`src/rtl/brq_pkg.sv`:
```
// ----------------------------------------------------------------------------
// brq_pkg: shared types and constants for the bounded request queue
// Entry layout, sequencer states and register indexes.
// ----------------------------------------------------------------------------
package brq_pkg;

  localparam int QUEUE_DEPTH = 16;
  localparam int IDX_W       = $clog2(QUEUE_DEPTH);
  localparam int CNT_W       = $clog2(QUEUE_DEPTH + 1);

  localparam int ID_W  = 32;
  localparam int LEN_W = 40;
  localparam int TS_W  = 48;
  localparam int OCC_W = 5;
  localparam int ENTRY_W = ID_W + LEN_W + 2 * TS_W;

  localparam logic       OP_ENQ     = 1'b0;
  localparam logic       OP_DEQ     = 1'b1;
  localparam logic       POL_FIFO   = 1'b0;
  localparam logic       POL_SJN    = 1'b1;
  localparam logic [0:0] REG_POLICY = 1'b0;
  localparam logic [0:0] REG_LIMIT  = 1'b1;

  typedef struct packed {
    logic [ID_W-1:0]  id;
    logic [LEN_W-1:0] len;
    logic [TS_W-1:0]  sent;
    logic [TS_W-1:0]  rcpt;
  } entry_t;

  typedef enum logic [2:0] {
    ST_IDLE,
    ST_SCAN,
    ST_SHIFT,
    ST_DEQ,
    ST_DONE
  } state_t;

endpackage

```
`src/rtl/brq_ram.sv`:
```
// ----------------------------------------------------------------------------
// brq_ram: generic single-port-write, single-port-read RAM
// Registered read.
// ----------------------------------------------------------------------------
module brq_ram #(
  parameter int WIDTH = 8,
  parameter int DEPTH = 16
) (
  input  logic                     clk,
  input  logic                     wr_en,
  input  logic [$clog2(DEPTH)-1:0] wr_addr,
  input  logic [WIDTH-1:0]         wr_data,
  input  logic [$clog2(DEPTH)-1:0] rd_addr,
  output logic [WIDTH-1:0]         rd_data
);

  logic [WIDTH-1:0] mem [DEPTH];

  always_ff @(posedge clk) begin
    if (wr_en) begin
      mem[wr_addr] <= wr_data;
    end
    rd_data <= mem[rd_addr];
  end

endmodule

```
`src/rtl/bounded_request_queue_fifo_sjn_top.sv`:
```
// ----------------------------------------------------------------------------
// bounded_request_queue_fifo_sjn_top: bounded request queue, FIFO or SJN
//
// Usage: pulse start with in_op and the request fields while busy is low.
// An enqueue (op 0) is refused with out_rejected when occupancy has reached
// min(queue_limit, depth). Otherwise it goes to the tail (FIFO policy) or
// in front of the first stored entry whose length is not smaller (SJN).
// A dequeue (op 1) returns the head, or out_empty_res when none is stored.
// One result per request, shown for a single cycle on out_valid; the
// receiver cannot stall, so nothing waits on it.
// Entries live in one RAM, head at address 0; inserts and removals move
// entries one at a time through the RAM's single read and write port.
// An SJN enqueue scans to the insert point, then shifts. busy covers it
// all; the next request can be taken in the cycle the result is shown.
// Config: cfg_valid/cfg_ready, cfg_index 0 policy, 1 queue_limit; taken
// while idle. Reset: count 0, FIFO, limit 16; RAM contents need no clear.
// ----------------------------------------------------------------------------
module bounded_request_queue_fifo_sjn_top (
  input  logic                       clk,
  input  logic                       rst_n,
  input  logic                       start,
  output logic                       busy,
  input  logic                       in_op,
  input  logic [brq_pkg::ID_W-1:0]   in_req_id,
  input  logic [brq_pkg::LEN_W-1:0]  in_req_length,
  input  logic [brq_pkg::TS_W-1:0]   in_sent_time,
  input  logic [brq_pkg::TS_W-1:0]   in_receipt_time,
  input  logic                       cfg_valid,
  output logic                       cfg_ready,
  input  logic                       cfg_index,
  input  logic [brq_pkg::OCC_W-1:0]  cfg_data,
  output logic                       out_valid,
  output logic                       out_rejected,
  output logic                       out_empty_res,
  output logic [brq_pkg::ID_W-1:0]   out_id,
  output logic [brq_pkg::LEN_W-1:0]  out_length,
  output logic [brq_pkg::TS_W-1:0]   out_sent_time,
  output logic [brq_pkg::TS_W-1:0]   out_receipt_time,
  output logic [brq_pkg::OCC_W-1:0]  out_occupancy
);
  import brq_pkg::*;

  state_t             state_r, state_nxt;
  logic [CNT_W-1:0]   count_r, count_nxt;
  logic [CNT_W-1:0]   ptr_r, ptr_nxt;
  logic [CNT_W-1:0]   pos_r, pos_nxt;
  logic               policy_r;
  logic [OCC_W-1:0]   limit_r;
  entry_t             req_r, req_nxt;
  logic               rej_r, rej_nxt, emp_r, emp_nxt, ov_r, ov_nxt;
  entry_t             res_r, res_nxt;
  logic               rd_pend_r, rd_pend_nxt;

  logic               wr_en;
  logic [IDX_W-1:0]   wr_addr, rd_addr;
  entry_t             wr_data, rd_data;
  logic [CNT_W-1:0]   eff_limit;

  brq_ram #(.WIDTH(ENTRY_W), .DEPTH(QUEUE_DEPTH)) u_ram (
    .clk     (clk),
    .wr_en   (wr_en),
    .wr_addr (wr_addr),
    .wr_data (wr_data),
    .rd_addr (rd_addr),
    .rd_data (rd_data)
  );

  assign eff_limit = (OCC_W'(limit_r) > OCC_W'(QUEUE_DEPTH)) ? CNT_W'(QUEUE_DEPTH)
                                                              : CNT_W'(limit_r);
  assign busy      = (state_r != ST_IDLE);
  assign cfg_ready = (state_r == ST_IDLE) && !start;

  always_ff @(posedge clk) begin
    if (!rst_n) begin
      state_r   <= ST_IDLE;
      count_r   <= '0;
      policy_r  <= POL_FIFO;
      limit_r   <= OCC_W'(16);
      ov_r      <= 1'b0;
      rd_pend_r <= 1'b0;
    end else begin
      state_r   <= state_nxt;
      count_r   <= count_nxt;
      ov_r      <= ov_nxt;
      rd_pend_r <= rd_pend_nxt;
      if (cfg_valid && cfg_ready) begin
        if (cfg_index == REG_POLICY) policy_r <= cfg_data[0];
        else                         limit_r  <= cfg_data;
      end
    end
  end

  always_ff @(posedge clk) begin
    ptr_r <= ptr_nxt;
    pos_r <= pos_nxt;
    req_r <= req_nxt;
    rej_r <= rej_nxt;
    emp_r <= emp_nxt;
    res_r <= res_nxt;
  end

  // Read issued in a cycle, data used in the next (rd_pend_r marks it).
  always_comb begin
    state_nxt   = state_r;
    count_nxt   = count_r;
    ptr_nxt     = ptr_r;
    pos_nxt     = pos_r;
    req_nxt     = req_r;
    rej_nxt     = rej_r;
    emp_nxt     = emp_r;
    res_nxt     = res_r;
    ov_nxt      = 1'b0;
    rd_pend_nxt = 1'b0;
    wr_en       = 1'b0;
    wr_addr     = ptr_r[IDX_W-1:0];
    wr_data     = req_r;
    rd_addr     = ptr_r[IDX_W-1:0];
    case (state_r)
      ST_IDLE: begin
        if (start) begin
          req_nxt = '{id: in_req_id, len: in_req_length,
                      sent: in_sent_time, rcpt: in_receipt_time};
          rej_nxt = 1'b0;
          emp_nxt = 1'b0;
          res_nxt = '0;
          ptr_nxt = '0;
          if (in_op == OP_ENQ) begin
            if (count_r >= eff_limit) begin
              rej_nxt   = 1'b1;
              state_nxt = ST_DONE;
            end else if (policy_r == POL_SJN && count_r != '0) begin
              rd_addr     = '0;
              rd_pend_nxt = 1'b1;
              state_nxt   = ST_SCAN;
            end else begin
              pos_nxt   = count_r;
              ptr_nxt   = count_r;
              state_nxt = ST_SHIFT;
            end
          end else begin
            if (count_r == '0) begin
              emp_nxt   = 1'b1;
              state_nxt = ST_DONE;
            end else begin
              pos_nxt     = '0;
              rd_addr     = '0;
              rd_pend_nxt = 1'b1;
              state_nxt   = ST_DEQ;
            end
          end
        end
      end
      ST_SCAN: begin
        // rd_data holds entry ptr_r
        if (rd_data.len >= req_r.len) begin
          pos_nxt   = ptr_r;
          ptr_nxt   = count_r;
          state_nxt = ST_SHIFT;
        end else if (ptr_r + CNT_W'(1) == count_r) begin
          pos_nxt   = count_r;
          ptr_nxt   = count_r;
          state_nxt = ST_SHIFT;
        end else begin
          ptr_nxt     = ptr_r + CNT_W'(1);
          rd_addr     = IDX_W'(ptr_r + CNT_W'(1));
          rd_pend_nxt = 1'b1;
        end
      end
      ST_SHIFT: begin
        // ptr_r walks down from count to pos; each step copies ptr-1 to ptr
        if (ptr_r == pos_r) begin
          wr_en     = 1'b1;
          wr_data   = req_r;
          count_nxt = count_r + CNT_W'(1);
          state_nxt = ST_DONE;
        end else if (!rd_pend_r) begin
          rd_addr     = IDX_W'(ptr_r - CNT_W'(1));
          rd_pend_nxt = 1'b1;
        end else begin
          wr_en   = 1'b1;
          wr_data = rd_data;
          ptr_nxt = ptr_r - CNT_W'(1);
        end
      end
      ST_DEQ: begin
        // pos_r differs from count_r until the head is captured;
        // after that rd_data is entry ptr+1, stored at ptr
        if (pos_r != count_r) begin
          res_nxt = rd_data;
          pos_nxt = count_r;
          if (count_r == CNT_W'(1)) begin
            count_nxt = count_r - CNT_W'(1);
            state_nxt = ST_DONE;
          end else begin
            rd_addr     = IDX_W'(ptr_r + CNT_W'(1));
            rd_pend_nxt = 1'b1;
          end
        end else begin
          wr_en   = 1'b1;
          wr_data = rd_data;
          ptr_nxt = ptr_r + CNT_W'(1);
          if (ptr_r + CNT_W'(2) == count_r) begin
            count_nxt = count_r - CNT_W'(1);
            state_nxt = ST_DONE;
          end else begin
            rd_addr     = IDX_W'(ptr_r + CNT_W'(2));
            rd_pend_nxt = 1'b1;
          end
        end
      end
      ST_DONE: begin
        ov_nxt    = 1'b1;
        state_nxt = ST_IDLE;
      end
      default: state_nxt = ST_IDLE;
    endcase
  end

  assign out_valid        = ov_r;
  assign out_rejected     = rej_r;
  assign out_empty_res    = emp_r;
  assign out_id           = res_r.id;
  assign out_length       = res_r.len;
  assign out_sent_time    = res_r.sent;
  assign out_receipt_time = res_r.rcpt;
  assign out_occupancy    = OCC_W'(count_r);

endmodule
```
`config.mk`:
```
export PLATFORM = sky130hd
export DESIGN_NAME = bounded_request_queue_fifo_sjn_top
export DESIGN_NICKNAME = d
export VERILOG_FILES = /design/src/rtl/brq_pkg.sv /design/src/rtl/brq_ram.sv /design/src/rtl/bounded_request_queue_fifo_sjn_top.sv
export SDC_FILE = /design/constraint.sdc
export NUM_CORES = 2
export LEC_CHECK = 0
export BUFFER_PORTS_ARGS = -buffer_cell sky130_fd_sc_hd__clkbuf_2
export CORE_ASPECT_RATIO = 1.5
export CORE_MARGIN = 1
export CORE_UTILIZATION = 63
export DETAILED_ROUTE_END_ITERATION = 16
export PLACE_DENSITY = 0.79
export SLEW_MARGIN = 0
export SYNTH_ARGS = -nofsm -noshare
export SYNTH_HDL_FRONTEND = slang
export SYNTH_HIERARCHICAL = 1
export SYNTH_SLANG_ARGS = --single-unit
export TNS_END_PERCENT = 5
```
`constraint.sdc`:
```
create_clock -name clk -period 22.6 [get_ports clk]
set_input_delay 3.39 -clock clk [delete_from_list [all_inputs] [get_ports clk]]
set_output_delay 3.39 -clock clk [all_outputs]
set_load 0.05 [all_outputs]
```
* Yosys cells after proc, flatten, opt, wreduce, memory -nomap -nowiden
Memories as Yosys holds them, arrays and structs flattened. A register that Yosys moved wholly into a read port is not among the register bits. Cells that the tools add are included.
Storage, ports and cells: flip-flop bits (word level) 364, RAM bits 2688, memories kept 1
Memory list:
- u_ram.mem | depth 16, width 168, rd ports 1, clocked after memory_dff 1, write ports 1, RTL line brq_ram.sv:17 | logic [WIDTH-1:0] mem [DEPTH];
Operators by class: add/subtract/negate cells 5, magnitude comparators 3, equal/unequal tests 21, multiplexer cells 79, bitwise gates (word level) 1, reductions and logical operators 20
Operators by type and width (count):
- 168-bit 2-to-1 mux | 5
- 168-bit case mux with 2 select lines | 2
- 5-bit 2-to-1 mux | 22
- 4-bit 2-to-1 mux | 12
- 40-bit greater-or-equal comparator | 1
- 3-bit 2-to-1 mux | 10
- 1-bit 2-to-1 mux | 20
- 5-bit case mux with 4 select lines | 1
- 3-bit != test (second input constant) | 6
- 4-bit case mux with 4 select lines | 1
- 5-bit == test | 3
- 5-bit case mux with 3 select lines | 1
- 2-bit != test (second input constant) | 6
- 3-bit case mux with 4 select lines | 1
- 5-bit by 1-bit adder with 5-bit output (second input constant) | 2
- 5-bit case mux with 2 select lines | 1
- 5-bit AND reduction | 2
- 5-bit by 1-bit subtractor with 5-bit output (second input constant) | 2
- 7-bit AND reduction | 1
- 3-bit by 2-bit == test with 1-bit output (second input constant) | 2
- 2-bit AND reduction | 3
- 3-bit nonzero test | 2
- 5-bit by 2-bit adder with 5-bit output (second input constant) | 1
- 5-bit by 1-bit == test with 1-bit output (second input constant) | 1
- 18 further kinds | 21

* Depth between registers and ports, before layout
depth in word-level cells 7, depth in mapped cells 19, depth with buffers taken out 13

* Modules after synthesis
Netlist, hierarchy kept.
By module, submodules not included:
- brq_ram | times used 1, cells an instance 4389, area each 104427.7 sq um
- bounded_request_queue_fifo_sjn_top | times used 1, cells an instance 1471, area each 16859.9 sq um

* Worst setup path after synthesis
Ideal clock, no wire load.
path kind reg2reg, from reg count_r[0] (netlist: out_occupancy[0]), to mem u_ram/mem[0][0] (netlist name) (enable), library setup time 901 ps, arrival time 13490 ps, data required time 21699 ps, path slack 8209 ps, cell stages (with the launch flop) 9, path buffers 1, period minus slack after synthesis 14391 ps, cell sequence dfxtp_1 > buf_2 > xor2_1 > nor3_1 > and2_1 > nand2_1 > o21ai_0 > or3b_2 > nor3_1
Between the ends: cells in the longest elaborated chain, start to end 5
RTL lines:
- start, declared | RTL line bounded_request_queue_fifo_sjn_top.sv:44 | logic [CNT_W-1:0] count_r, count_nxt;
- start signal, assigned | RTL line bounded_request_queue_fifo_sjn_top.sv:83 | count_r <= count_nxt;
- 5-bit != test | RTL line bounded_request_queue_fifo_sjn_top.sv:188 | if (pos_r != count_r) begin
- 1-bit 2-to-1 mux | RTL line bounded_request_queue_fifo_sjn_top.sv:188
- 1-bit case mux with 2 select lines | RTL line bounded_request_queue_fifo_sjn_top.sv:118 | case (state_r)
- via wr_en | RTL line bounded_request_queue_fifo_sjn_top.sv:54 | logic wr_en;
- 1-bit 2-to-1 mux | RTL line brq_ram.sv:20 | if (wr_en) begin
- 1-bit 2-to-1 mux (implied by the code) | RTL line brq_ram.sv:21 | mem[wr_addr] <= wr_data;
- end, declared | RTL line brq_ram.sv:17
The timed path passes the listed nets, and every way through them passes these cells.

* Worst setup path after layout
from in in_op, to reg u_ram.rd_data[52] (read register of u_ram.mem)
Between the ends: cells in the longest elaborated chain, start to end 3
RTL lines:
- start, declared | RTL line bounded_request_queue_fifo_sjn_top.sv:23 | input logic in_op,
- 4-bit 2-to-1 mux | RTL line bounded_request_queue_fifo_sjn_top.sv:127 | if (in_op == OP_ENQ) begin
- 4-bit 2-to-1 mux | RTL line bounded_request_queue_fifo_sjn_top.sv:120 | if (start) begin
- 4-bit case mux with 4 select lines | RTL line bounded_request_queue_fifo_sjn_top.sv:118
- via rd_addr[0] | RTL line bounded_request_queue_fifo_sjn_top.sv:55 | logic [IDX_W-1:0] wr_addr, rd_addr;
- end, declared | RTL line brq_ram.sv:14 | output logic [WIDTH-1:0] rd_data
The timed path passes the listed nets, and every way through them passes these cells. A chain may end at the register's enable or synchronous reset.

==> results.ini <==
[cts]
clk_pin_slew_worst_paths_ns = 0.07
cts_root_buf = clkbuf_16
clockBufferDepth = 4
tritoncts = yes
htreeDepth = 5
ctsResizeCount = 0
cts_setup_buffers = 0
cts_buffers = 288
worstSkewPairLatency_ns = 0.87
hold_buffers = 0
cts_sinks = 3220

[sta]
rsz0062_at_grt = false
period_needed_ns = 8.19
maxSlewViolCount = 0
final.setup.worst_slack_ns = 14.41
setup_tns_ns = 0
fmax_mhz = 122
period_share = 0.362
worst_pin_slew_ns = 1.28
hold_slack_ns = 0.513
skew_ns = 0.0646
maxSlewHeadroom = 0.145
finalHoldViolCount = 0
setup_viol = 0

[final_layout]
area_growth_pct = 11.5
num-fill-cells = 10599
final_cell_mix = edfxtp_1 (3036), mux4_2 (629), nand2_1 (417), clkbuf_2 (356), clkbuf_16 (294)
drive_gt1_frac = 0.254
nNetsFinal = 6538
final_common_cell = edfxtp_1

[logic_synthesis]
synth_edf_count = 3036
yosysSeqAreaShare = 0.782
async_reset_ff_frac = 0
netlist_area_um2 = 121000
ys.warnings.count = 6
syn_avg_cell_area_um2 = 20.7
synth-main-ff-cell = edfxtp_1
syn_nets = 6092
synth-seq-cells = 3220
netlist_instances = 5860
synth_cell_types = 70

[floorplan]
num_io_pins = 357
dieArea_um2 = 194000
die_width_um = 360
rows = 196
core_area_um2 = 191000
dieHeight_um = 539
start_util = 0.637

[routing]
viasPerCell = 6.94
wl_met3_mm = 36.6
drt-met1-wl_mm = 107
drtAntennaViolNets = 0
dr_wl_met2_mm = 149
routed_wl_mm = 303
drcViolationCount = 0
routedWlPerCell_um = 33.6
top_layer = met5
firstDrtPassIters = 6
vias = 62523
drt_iter0_drc = 9253

[placement]
portBuffers = 356
dp_hpwl_mm = 143
gp_congestion = 0.880
dp_slack_ns = 13.58

[power]
vdd_drop_max_mv = 0.104
p_leak_uw = 0.0443
power.density_nw_per_um2 = 109

[min_path]
holdCritPathClass = flop to flop

[worst_setup_path]
r2r-start = req_r[102]$_DFFE_PP_
criticalPathCategory = input port to flop
cp_max_fo = 51
regToRegSetupSlack_ns = 14.85
critPathLaunch = in_op
endpoint_kind = flop
cp.required_ns = 23.34
timing.rr.end = u_ram/rd_data[52]$_DFF_P_
crit_path_end = u_ram/rd_data[52]$_DFF_P_
rr_worst_depth = 16
cp.arrival_ns = 8.92
worstSetupStartpointType = input port

[outcome]
status = complete, no violations

[global_routing]
antenna_found_initial = 18
grt_pass1_wl_mm = 436
grt_max_degree = 172
grt_pass1_vias = 64131
overflow = 0
grt_use_total = 0.312

[job]
maxCapViolations = 0

==> where the power goes <==
part | internal (uW) | total [uW] | switching [uW]
Sequential | 6890 | 7120 | 231
Clock | 2760 | 4910 | 2150
Combinational | 1050 | 2660 | 1600
Total | 10700 | 14700 | 3990
==> registers in the layout (all words and copies together), names as in the netlist, 32 cells and up <==
signal and flops:
out_sent_time 48, u_ram/mem 2688, out_id 32, req_r 168, out_length 40, u_ram/rd_data 168, out_receipt_time 48
==> synthesized netlist by cell type, types with 5 or more instances <==
cell type     n  area (um^2)
and2_1      172         1080
inv_1        56          210
nor2_1       45          169
xor2_1       11         96.3
o211ai_1      5         37.5
clkbuf_1    113          424
nor2b_1      37          231
mux2i_1      43          430
xnor2_1      13          114
a22oi_1     286         2150
mux2_2       79          890
nand2b_1     28          175
dfxtp_1     184         3680
nand3_1     178          891
ha_1         53          663
buf_6        37          417
mux4_2      629        14200
buf_1        20         75.1
o21ai_0      54          270
nor3_1       15         75.1
edfxtp_1   3036        91200
a221oi_1     20          175
o221ai_1     28          245
o22a_1        8         70.1
a21oi_1      31          155
nand4_1      12         75.1
nand2_1     417         1570
and3_1        5         31.3
buf_4        33          248
a211oi_1      6         45.0
o21ai_1      19         95.1
buf_2       120          601
==> worst max-delay path, stage by stage <==
cell,delay (ns)
clkbuf_2,0.12
o21bai_1,0.18
a31oi_1,0.26
or3_1,0.20
a211oi_1,0.09
o22ai_4,0.14
buf_4,0.76
buf_4,0.88
buf_4,0.81
buf_4,0.93
mux4_2,0.63
a22oi_1,0.24
nand2_1,0.11
==> per-stage QoR <==
step,instance area [um^2],utilization,power [uW],instances
after floorplan,121000,-,9070,5860
after global placement,126000,0.661,9760,8491
after detailed placement,126000,0.661,9820,8491
after CTS,135000,0.709,14700,9006
after global routing,135000,0.709,15100,9007
final,135000,0.710,14700,9014
==> per-layer routing <==
layer,up-vias,track usage
li1,24787,-
met1,32155,0.427
met2,4831,0.506
met3,736,0.0656
met4,14,0.106
met5,-,0
==> layout make-up <==
cell class	instances	area, um^2	area share
sequential	3220	94900	0.702
multi-input combinational	2260	24700	0.183
clock buffer	363	7790	0.0576
tap	2475	3100	0.0229
timing repair buffer	479	2980	0.0220
clock inverter	152	1550	0.0114
inverter	57	214	0.00158
antenna	8	20.0	0.000148
==> cells by family after synthesis <==
group,share of synthesized area
fa+ha+maj,0.00547
xor+xnor,0.00205
simple gates,0.0368
buf+inv,0.0163
compound gates,0.0297
mux,0.128
flops,0.782
==> worst min path at each step <==
| stage | from | end | slack (ns) | depth (start not counted) |
|---|---|---|---|---|
| detailed placement | limit_r[3]$_SDFFE_PN0P_ | limit_r[3]$_SDFFE_PN0P_ | 0.50 | 2 |
| global placement | limit_r[4]$_SDFFE_PN1P_ | limit_r[4]$_SDFFE_PN1P_ | 0.49 | 2 |
| finish | limit_r[3]$_SDFFE_PN0P_ | limit_r[3]$_SDFFE_PN0P_ | 0.51 | 2 |
| CTS | limit_r[3]$_SDFFE_PN0P_ | limit_r[3]$_SDFFE_PN0P_ | 0.52 | 2 |
| floorplan | limit_r[0]$_SDFFE_PN0P_ | limit_r[0]$_SDFFE_PN0P_ | 0.46 | 2 |
| global route | limit_r[3]$_SDFFE_PN0P_ | limit_r[3]$_SDFFE_PN0P_ | 0.55 | 2 |
Power figures use the tool's default switching activity.
